### src/hdl/gb5_pkg.sv
// Shared types and constants for the 5x5 Gaussian blur stream core.
// Holds the controller/datapath command and status structs and the weight mux.
// No dependencies.
`timescale 1ns / 1ps
`default_nettype none

package gb5_pkg;

   localparam int PIX_W    = 8;
   localparam int WEIGHT_W = 16;
   localparam int SIZE_W   = 12;
   localparam int CSR_DW   = 32;
   localparam int CSR_AW   = 5;
   localparam int TAP_W    = 3;
   localparam int WPROD_W  = 2 * WEIGHT_W;
   localparam int TERM_W   = WPROD_W + PIX_W;
   localparam int ACC_W    = TERM_W + 5;
   localparam int FRAC_W   = 32;

   localparam logic [TAP_W-1:0] TAP_LAST = 3'd4;
   localparam logic [TAP_W-1:0] TAP_HALF = 3'd2;

   // Operation codes of an input item.
   localparam logic OP_PIXEL = 1'b0;
   localparam logic OP_FLUSH = 1'b1;

   localparam logic [2:0] REG_FRAME_WIDTH   = 3'd0;
   localparam logic [2:0] REG_FRAME_HEIGHT  = 3'd1;
   localparam logic [2:0] REG_WEIGHT_CENTER = 3'd2;
   localparam logic [2:0] REG_WEIGHT_NEAR   = 3'd3;
   localparam logic [2:0] REG_WEIGHT_FAR    = 3'd4;

   localparam logic [SIZE_W-1:0]   RST_FRAME_WIDTH   = 12'd640;
   localparam logic [SIZE_W-1:0]   RST_FRAME_HEIGHT  = 12'd480;
   localparam logic [WEIGHT_W-1:0] RST_WEIGHT_CENTER = 16'd26386;
   localparam logic [WEIGHT_W-1:0] RST_WEIGHT_NEAR   = 16'd16004;
   localparam logic [WEIGHT_W-1:0] RST_WEIGHT_FAR    = 16'd3571;

   typedef struct packed {
      logic             latch;
      logic             check;
      logic             div_start;
      logic             div_step;
      logic             tap_go;
      logic [TAP_W-1:0] tap_row;
      logic [TAP_W-1:0] tap_col;
      logic             acc_clear;
      logic             load_out;
   } gb5_cmd_type;

   typedef struct packed {
      logic out_due;
      logic out_free;
   } gb5_stat_type;

   // One-dimensional weight of a tap offset 0..4 (far, near, center, near, far).
   function automatic logic [WEIGHT_W-1:0] weight_sel(
      input logic [TAP_W-1:0]    idx,
      input logic [WEIGHT_W-1:0] w_center,
      input logic [WEIGHT_W-1:0] w_near,
      input logic [WEIGHT_W-1:0] w_far
   );
      logic [WEIGHT_W-1:0] w;
      case (idx)
         3'd1, 3'd3: w = w_near;
         3'd2:       w = w_center;
         default:    w = w_far;
      endcase
      return w;
   endfunction

endpackage

`default_nettype wire

### src/hdl/gb5_ctrl.sv
// Sequencer of the blur core: accepts an item and, when it completes a result, runs the divider and the 25 taps.
// Depends on gb5_pkg.
`timescale 1ns / 1ps
`default_nettype none

module gb5_ctrl #(
   parameter int MAX_WIDTH  = 2048,
   parameter int MAX_HEIGHT = 2048
) (
   input  wire                  clock,
   input  wire                  reset,
   input  wire                  req_valid,
   output logic                 req_ready,
   input  gb5_pkg::gb5_stat_type stat,
   output gb5_pkg::gb5_cmd_type  cmd
);
   import gb5_pkg::*;

   localparam int CW  = $clog2(MAX_WIDTH * MAX_HEIGHT + 2 * MAX_WIDTH + 3);
   localparam int DCW = $clog2(CW);

   typedef enum logic [2:0] {
      ST_IDLE, ST_CHECK, ST_EVAL, ST_DIV, ST_TAPS, ST_DRAIN, ST_FINISH
   } state_type;

   state_type        state_ff;
   logic [DCW-1:0]   cnt_ff;
   logic [TAP_W-1:0] row_ff;
   logic [TAP_W-1:0] col_ff;

   always_ff @(posedge clock) begin
      if (reset) begin
         state_ff <= ST_IDLE;
         cnt_ff   <= '0;
         row_ff   <= '0;
         col_ff   <= '0;
      end else begin
         case (state_ff)
            ST_IDLE: begin
               if (req_valid) state_ff <= ST_CHECK;
            end
            ST_CHECK: state_ff <= ST_EVAL;
            ST_EVAL: begin
               cnt_ff   <= '0;
               state_ff <= stat.out_due ? ST_DIV : ST_IDLE;
            end
            ST_DIV: begin
               cnt_ff <= cnt_ff + 1'b1;
               if (cnt_ff == DCW'(CW - 1)) begin
                  row_ff   <= '0;
                  col_ff   <= '0;
                  state_ff <= ST_TAPS;
               end
            end
            ST_TAPS: begin
               if (col_ff == TAP_LAST) begin
                  col_ff <= '0;
                  row_ff <= row_ff + 1'b1;
                  if (row_ff == TAP_LAST) begin
                     cnt_ff   <= '0;
                     state_ff <= ST_DRAIN;
                  end
               end else begin
                  col_ff <= col_ff + 1'b1;
               end
            end
            ST_DRAIN: begin
               cnt_ff <= cnt_ff + 1'b1;
               if (cnt_ff == DCW'(2)) state_ff <= ST_FINISH;
            end
            ST_FINISH: begin
               if (stat.out_free) state_ff <= ST_IDLE;
            end
            default: state_ff <= ST_IDLE;
         endcase
      end
   end

   always_comb begin
      req_ready     = (state_ff == ST_IDLE);
      cmd           = '0;
      cmd.latch     = req_ready && req_valid;
      cmd.check     = (state_ff == ST_CHECK);
      cmd.div_start = (state_ff == ST_EVAL) && stat.out_due;
      cmd.div_step  = (state_ff == ST_DIV);
      cmd.acc_clear = (state_ff == ST_DIV);
      cmd.tap_go    = (state_ff == ST_TAPS);
      cmd.tap_row   = row_ff;
      cmd.tap_col   = col_ff;
      cmd.load_out  = (state_ff == ST_FINISH) && stat.out_free;
   end

endmodule

`default_nettype wire

### config.mk
export PLATFORM = sky130hd
export DESIGN_NAME = gb5_ctrl
export DESIGN_NICKNAME = d
export VERILOG_FILES = /design/src/hdl/gb5_pkg.sv /design/src/hdl/gb5_ctrl.sv
export SDC_FILE = /design/constraint.sdc
export NUM_CORES = 1
export LEC_CHECK = 0
export BUFFER_PORTS_ARGS = -buffer_cell sky130_fd_sc_hd__buf_2
export CAP_MARGIN = 20
export CORE_UTILIZATION = 49
export CTS_CLUSTER_SIZE = 16
export DETAILED_ROUTE_END_ITERATION = 7
export GPL_TIMING_DRIVEN = 0
export PLACE_DENSITY = 0.79
export SETUP_SLACK_MARGIN = 0.05
export SYNTH_ARGS = -nofsm -noshare
export SYNTH_HDL_FRONTEND = slang
export SYNTH_SLANG_ARGS = --single-unit
### constraint.sdc
create_clock -name clock -period 2.99 [get_ports clock]
set_clock_uncertainty 0.2 [all_clocks]
set_input_delay 0.299 -clock clock [delete_from_list [all_inputs] [get_ports clock]]
set_output_delay 0.299 -clock clock [all_outputs]
set_load 0.01 [all_outputs]
### Yosys cells after proc, flatten, opt, wreduce, memory -nomap -nowiden

Index checks and enable logic that the tools add are counted.

| storage, ports and cells | value |
|---|---|
| flip-flop bits (word level) | 14 |
| bits in latches | 0 |
| memory bits (writable) | 0 |
| ROM bits | 0 |
| input bits | 5 |
| output and inout port bits | 14 |
| logic and storage cells | 50 |
| memories kept | 0 |

| operators by class | value |
|---|---|
| add/subtract/negate cells | 3 |
| multipliers | 0 |
| div/mod/pow operators | 0 |
| order comparisons | 0 |
| equal/unequal tests | 16 |
| shift operators | 0 |
| multiplexer cells | 16 |
| bitwise gates (word level) | 0 |
| reductions and logical operators | 11 |

Operators with widths:

| operator | number |
|---|---|
| 3-bit 2-to-1 mux | 9 |
| 3-bit one-hot mux with 7 select lines | 1 |
| 3-bit equality test (second input constant) | 5 |
| 5-bit one-hot mux with 3 select lines | 1 |
| 3-bit one-hot mux with 2 select lines | 2 |
| 5-bit 2-to-1 mux | 2 |
| 3-bit by 1-bit adder with 3-bit output (second input constant) | 2 |
| 3-bit by 2-bit equality test with 1-bit output (second input constant) | 2 |
| 2-bit by 1-bit inequality test with 1-bit output (second input constant) | 3 |
| 2-bit inequality test (second input constant) | 3 |
| 3-bit AND reduction | 2 |
| 6-bit AND reduction | 1 |
| 5-bit by 1-bit adder with 5-bit output (second input constant) | 1 |
| 5-bit by 2-bit equality test with 1-bit output (second input constant) | 1 |
| 5-bit equality test (second input constant) | 1 |
| 3-bit by 1-bit equality test with 1-bit output (second input constant) | 1 |
| 1-bit logical AND | 3 |
| 3-bit zero test | 1 |
| 3-bit nonzero test | 1 |
| 2-bit 2-to-1 mux | 1 |
| 2-bit AND reduction | 1 |
| 2-bit nonzero test | 1 |
| 2-bit OR reduction | 1 |

### Depth between registers and ports, before layout

Gate-level depths: netlist of run 1.

| depth | value |
|---|---|
| depth in word-level cells | 4 |
| gate-level depth with buffers | 7 |
| depth with buffers taken out | 6 |

### Least setup slack after synthesis of run 1

No wires, ideal clock.

| timing | value |
|---|---|
| kind | register -> output |
| start point | register state_ff[1] |
| end point | output port cmd[9] (netlist bit) |
| arrival time | 1.225 ns |
| required time | 2.491 ns |
| path slack | 1.266 ns |
| stages on the path, launching flop included | 5 |
| buffers on the path | 3 |
| cell sequence | dfxtp_1 -> clkbuf_1 -> clkbuf_1 -> and2_1 -> buf_4 |

RTL lines:

| item | RTL line | text |
|---|---|---|
| start: declaration | gb5_ctrl.sv:26 | `state_type state_ff;` |
| start signal: assignment | gb5_ctrl.sv:45 | `state_ff <= stat.out_due ? ST_DIV : ST_IDLE;` |
| end: declaration | gb5_ctrl.sv:15 | `output gb5_pkg::gb5_cmd_type cmd` |

==> results of run 1 <==
## area by class of cell
type | instances | area (µm²) | area share [%]
tap | 25 | 31.3 | 2.78
clock buffer | 4 | 36.3 | 3.23
multi-input combinational | 94 | 592 | 52.7
timing repair buffer | 18 | 90.1 | 8.02
sequential | 14 | 280 | 24.9
buffer | 12 | 62.6 | 5.57
inverter | 7 | 31.3 | 2.78
## synth_stat cells, types with 2 or more instances
library cell | instances | share of area (%)
clkbuf_1 | 6 | 2.3
nand3_1 | 7 | 3.6
a211oi_1 | 2 | 1.6
dfxtp_1 | 14 | 29
ha_1 | 6 | 7.8
and4b_1 | 2 | 2.1
buf_2 | 2 | 1.0
o21ai_0 | 9 | 4.7
nor2b_1 | 2 | 1.3
nand2b_1 | 4 | 2.6
nor2_1 | 7 | 2.7
buf_4 | 2 | 1.6
inv_1 | 6 | 2.3
nand4_1 | 4 | 2.6
nor3_1 | 7 | 3.6
a21oi_1 | 13 | 6.7
a31oi_1 | 3 | 1.9
and2_1 | 2 | 1.3
nand2_1 | 8 | 3.1
o31ai_1 | 2 | 1.6
## final timing paths
check | slack [ns] | from | to | cells past startpoint
setup / recovery | 0.68 | state_ff[1] | cmd[9] | 5
hold reg to reg | 0.31 | row_ff[0] | row_ff[0] | 2
hold / removal | 0.04 | reset | cnt_ff[0] | 2
setup reg to reg | 1.14 | col_ff[0] | cnt_ff[3] | 7
## metrics by stage
stage                     std cells  cell area (µm²)
after floorplan                 127              966
after global placement          170             1090
after detailed placement        170             1090
after CTS                       174             1120
after global routing            174             1120
final                           174             1120
## kinds of logic (layout without fill, tap and decap cells)
group,after synthesis,in the layout,share of synthesized area (%)
simple gates,53,53,31.3
compound gates,33,33,20.2
buf+inv,19,41,9.71
flops,14,14,29.0
fa+ha+maj,6,6,7.77
xor+xnor,1,1,0.907
mux,1,1,1.04
## layer usage
metal  routed length (µm)  global-route usage, %  vias to the layer above  share of wire [%]
li1                     -                      -                      498                  -
met1                  959                   29.6                      463                 44
met2                 1120                   42.2                       29                 51
met3                   63                   3.53                        6                2.9
met4                   56                   12.4                        0                2.6
met5                    0                      0                        -                  0
## sequential cells by signal (all words and copies together), names as in the netlist
signal and flops:
row_ff 3, col_ff 3, cnt_ff 5, state_ff 3
## power by group through the flow
stage	logic (mW)	clock network [mW]	registers, mW
2_1_floorplan	0.0449	0	0.200
3_3_place_gp	0.0616	0	0.202
3_5_place_dp	0.0630	0	0.203
4_1_cts	0.0632	0.142	0.198
5_1_grt	0.0730	0.155	0.199
6_report	0.0635	0.136	0.199
## cell usage in the layout (no fill, tap or decap), drive strengths merged, types with 7 or more instances in the layout
cell type,count
nand3,7
clkbuf,10
a21oi,13
nand2,8
nor3,8
buf,24
nor2,7
o21ai,9
dfxtp,14
## worst max-delay path: stages (launching register included)
cell      delay (ns)
dfxtp_1         0.39
clkbuf_1        0.37
clkbuf_1        0.35
and2_1          0.20
buf_4           0.10
buf_2           0.11
==> qor.yml, run 1 <==
place:
  place.port_buffers: 18
  gp_congestion: 0.864
  dp_hpwl_um: 1620
  post-place-ws_ns: 1.02
floorplanning:
  dieWidth_um: 46.4
  die_h_um: 46.4
  pin_count: 19
  core-area_um2: 1780
  rows: 15
  design.die.area_um2: 2150
  start_util_pct: 54.2
sta:
  min_period_ns: 2.31
  fin_ws_ns: 0.682
  slew_viol_final: 0
  rsz0062_at_grt: "false"
  setup_viol: 0
  tns_ns: 0
  tightestPinTransition_ns: 0.496
  hold_viol: 0
  finalCritPeriodShare_pct: 77.2
  holdWs_ns: 0.0409
  slew_headroom_pct: 67.0
  fmax_mhz: 433
global_routing:
  grt.total_usage_pct: 24.7
  grt_max_degree: 11
  grt_overflow: 0
  grt_pass1_wl_um: 3750
  grt_pass1_vias: 899
  antenna_found_initial: 0
pwr:
  p_seq_share_pct: 49.9
  total_power_mw: 0.398
  p_per_area_nw_per_um2: 354
  p_switching_mw: 0.106
  p_clk_share_pct: 34.1
  p_sw_share_pct: 26.6
  power.leakage_nw: 0.482
  p_int_mw: 0.292
  ir_drop_mv: 0.217
  combPwrFrac_pct: 16.0
drt:
  ant_nets: 0
  viasPerCell: 5.72
  dr_total_vias: 996
  wl_per_cell_um: 12.6
  drc: 0
  drt_wl_total_um: 2200
  drt_pass1_iterations: 4
  drt-initial-drc-count: 27
critical_path:
  cp.arrival_ns: 1.81
  worst-setup-path-type: "reg2out"
  end_kind: "primary output"
  worstPathMaxFanout: 10
  crit_required_ns: 2.49
  startpoint_type: "flop"
yosys:
  synth-seq-cells: 14
  synth_edf_count: 0
  async_flop_share_pct: 0
  synth_area_per_cell_um2: 7.61
  synth.distinct_cells: 39
  ys_seq_area_share_pct: 29.0
  yosysWarnings: 0
  synth_cells: 127
  synthesis.area_um2: 966
  synth-main-ff-cell: "dfxtp_1"
  synth.net_count: 138
cts:
  cts-root-buf: "clkbuf_4"
  clock_latency_ns: 0.28
  clk_pin_slew_worst_paths_ns: 0.09
  post_cts_resized: 0
  postCtsSetupBuffers: 0
  cts_buffers: 3
  hold_buffers: 0
  ctsLongestPathBuffers: 2
  cts_tree: "done"
  htree_levels: 1
  cts_num_sinks: 14
layout:
  nFillCells: 173
  drive_gt1_share_pct: 21.5
  utilization_pct: 63.0
  syn_to_final_growth_pct: 16.3
  final_nets: 161
  diodes: 0
run_status:
  outcome: "complete, no violations"
job:
  cap_violations: 0
worst_hold_path:
  hold_path_class: "in2reg"
No activity file was read; power rests on OpenSTA's default activity.
==> run 2: changes to the inputs <==
--- a/config.mk
+++ b/config.mk
@@ -5,13 +5,14 @@
 export SDC_FILE = /design/constraint.sdc
 export NUM_CORES = 1
 export LEC_CHECK = 0
+export ABC_AREA = 1
 export BUFFER_PORTS_ARGS = -buffer_cell sky130_fd_sc_hd__buf_2
 export CAP_MARGIN = 20
 export CORE_UTILIZATION = 49
 export CTS_CLUSTER_SIZE = 16
 export DETAILED_ROUTE_END_ITERATION = 7
 export GPL_TIMING_DRIVEN = 0
-export PLACE_DENSITY = 0.79
+export PLACE_DENSITY = 0.78
 export SETUP_SLACK_MARGIN = 0.05
 export SYNTH_ARGS = -nofsm -noshare
 export SYNTH_HDL_FRONTEND = slang
==> constraint.sdc (replaced) <==
create_clock -name clock -period 2.4 [get_ports clock]
set_clock_uncertainty 0.2 [all_clocks]
set_input_delay 0.24 -clock clock [delete_from_list [all_inputs] [get_ports clock]]
set_output_delay 0.24 -clock clock [all_outputs]
set_load 0.01 [all_outputs]
==> qor.yml, run 2 <==
sta:
  hold_viol: 0
  rsz0062_at_grt: "false"
  fin_ws_ns: 0.678
  finalCritPeriodShare_pct: 71.7
  tightestPinTransition_ns: 0.605
  slew_headroom_pct: 59.7
  fmax_mhz: 581
  tns_ns: 0
  setup_viol: 0
  min_period_ns: 1.72
  slew_viol_final: 0
layout:
  diodes: 0
  nFillCells: 194
  stdcell_count: 191
  multi_input_area_um2: 651
  regArea_um2: 280
  syn_to_final_growth_pct: 14.8
  final_nets: 176
  mostFrequentLayoutCells: "19 x inv_1, 19 x nand2_1, 18 x buf_2"
  drive_gt1_share_pct: 40.2
  largest_register_ffs: 5
  regMostFlops: "cnt_ff"
cts:
  clk_pin_slew_worst_paths_ns: 0.09
  postCtsSetupBuffers: 0
  cts_tree: "done"
  htree_levels: 1
  hold_buffers: 0
  post_cts_resized: 0
  clock_latency_ns: 0.29
  ctsLongestPathBuffers: 2
  cts_num_sinks: 14
  cts_buffers: 3
  cts-root-buf: "clkbuf_4"
yosys:
  synth_edf_count: 0
  ys_seq_area_share_pct: 26.0
  synthesis.area_um2: 1080
  synth_area_per_cell_um2: 7.60
  synth-seq-cells: 14
  yosysTopAreaCell: "dfxtp_1"
  synth.net_count: 153
  async_flop_share_pct: 0
  synth_cells: 142
  synth_common_cells: "19 x inv_1, 19 x nand2_1, 14 x dfxtp_1"
  synth-main-ff-cell: "dfxtp_1"
  yosysWarnings: 0
  yosys.area.top_type_share_pct: 26.0
  synth_area_leaders: "dfxtp_1 26%, ha_1 7.0%, nand2_2 7.0%, inv_1 6.6%, nand2_1 6.6%"
  synth.distinct_cells: 29
pwr:
  p_seq_share_pct: 27.1
  p_int_mw: 0.574
  ir_drop_mv: 0.469
  p_clk_share_pct: 16.9
  p_per_area_nw_per_um2: 852
  p_switching_mw: 0.482
  power.leakage_nw: 0.586
  combPwrFrac_pct: 56.1
  p_sw_share_pct: 45.6
critical_path:
  end_kind: "primary output"
  crit_required_ns: 1.96
  worstPathMaxFanout: 3
  cp.arrival_ns: 1.28
  worst-setup-path-type: "reg2out"
  startpoint_type: "flop"
drt:
  wl_per_cell_um: 11.2
  drt_wl_total_um: 2130
  dr_total_vias: 933
  drc: 0
  ant_nets: 0
  drt_pass1_iterations: 4
  drt-initial-drc-count: 15
  viasPerCell: 4.88
floorplanning:
  core-area_um2: 2020
  pin_count: 19
  rows: 16
  design.die.area_um2: 2390
  die_h_um: 48.9
  start_util_pct: 53.3
  dieWidth_um: 48.9
global_routing:
  grt_overflow: 0
  grt_pass1_vias: 847
  grt_pass1_wl_um: 3590
  antenna_found_initial: 0
  grt.total_usage_pct: 20.0
  grt_max_degree: 11
worst_hold_path:
  hold_path_class: "in2reg"
place:
  place.port_buffers: 18
  dp_hpwl_um: 1670
  post-place-ws_ns: 0.749
  gp_congestion: 0.802
  dp_cells: 187
run_status:
  outcome: "complete, no violations"
job:
  cap_violations: 0
## run 2: changes by cell type after synthesis, sizes merged, moves of 3 or more
cell    change
a31oi       -3
nand2b      -4
inv        +18
clkbuf      -5
nor2        +3
nor3        -7
nand3      +10
nand2      +26
nand4       -3
## run 2: path summary, 6_finish.rpt
kind | from | cells after the start | slack, ns | end
setup / recovery | state_ff[2] | 3 | 0.68 | cmd[0]
hold / removal | reset | 4 | 0.03 | state_ff[2]
setup reg to reg | cnt_ff[0] | 11 | 0.74 | state_ff[0]
hold reg to reg | cnt_ff[0] | 2 | 0.31 | cnt_ff[0]
## run 2: per-layer routing
metal	part of all wire, %	vias up	global-route usage (%)
met1	44	416	21.7
li1	-	495	-
met2	50	17	35.2
met3	3.6	5	5.92
met4	2.0	0	9.31
met5	0	-	0
## run 2: power groups by stage
| stage | Sequential (mW) | Combinational (mW) | Clock [mW] |
|---|---|---|---|
| global route | 0.289 | 0.652 | 0.199 |
| detailed placement | 0.291 | 0.594 | 0 |
| CTS | 0.286 | 0.597 | 0.184 |
| floorplan | 0.290 | 0.473 | 0 |
| global placement | 0.290 | 0.570 | 0 |
| finish | 0.286 | 0.592 | 0.178 |
## run 2: cell type report
cell class                 instances  share of cell area, %
multi-input combinational         98                   52.5
sequential                        14                   22.6
clock buffer                       4                   2.93
timing repair buffer              18                   7.27
buffer                             6                   4.24
inverter                          24                   7.68
tap                               27                   2.73
## run 2: cells by family after synthesis
group                      synth area share, %
xor gates and xnor gates                  1.62
and+or+nand+nor                           38.4
buffers and inverters                     13.7
DFF                                       26.0
adders and majority gates                 6.96
AOI/OAI and AO/OA                         13.3
## run 2: metrics by stage
stage / area [µm²] / total power, mW / hold slack, ns / utilization [%]
2_1_floorplan: 1080 / 0.763 / 0.216 / -
3_3_place_gp: 1200 / 0.860 / 0.282 / 59.5
3_5_place_dp: 1200 / 0.885 / 0.296 / 59.5
4_1_cts: 1240 / 1.07 / 0.0205 / 61.3
5_1_grt: 1240 / 1.14 / 0.0482 / 61.3
6_report: 1240 / 1.06 / 0.0316 / 61.3
## run 2: critical path, stage by stage, from the launching register on
cell     delay (ns)
dfxtp_1        0.43
inv_1          0.12
nor4_1         0.27
buf_2          0.17
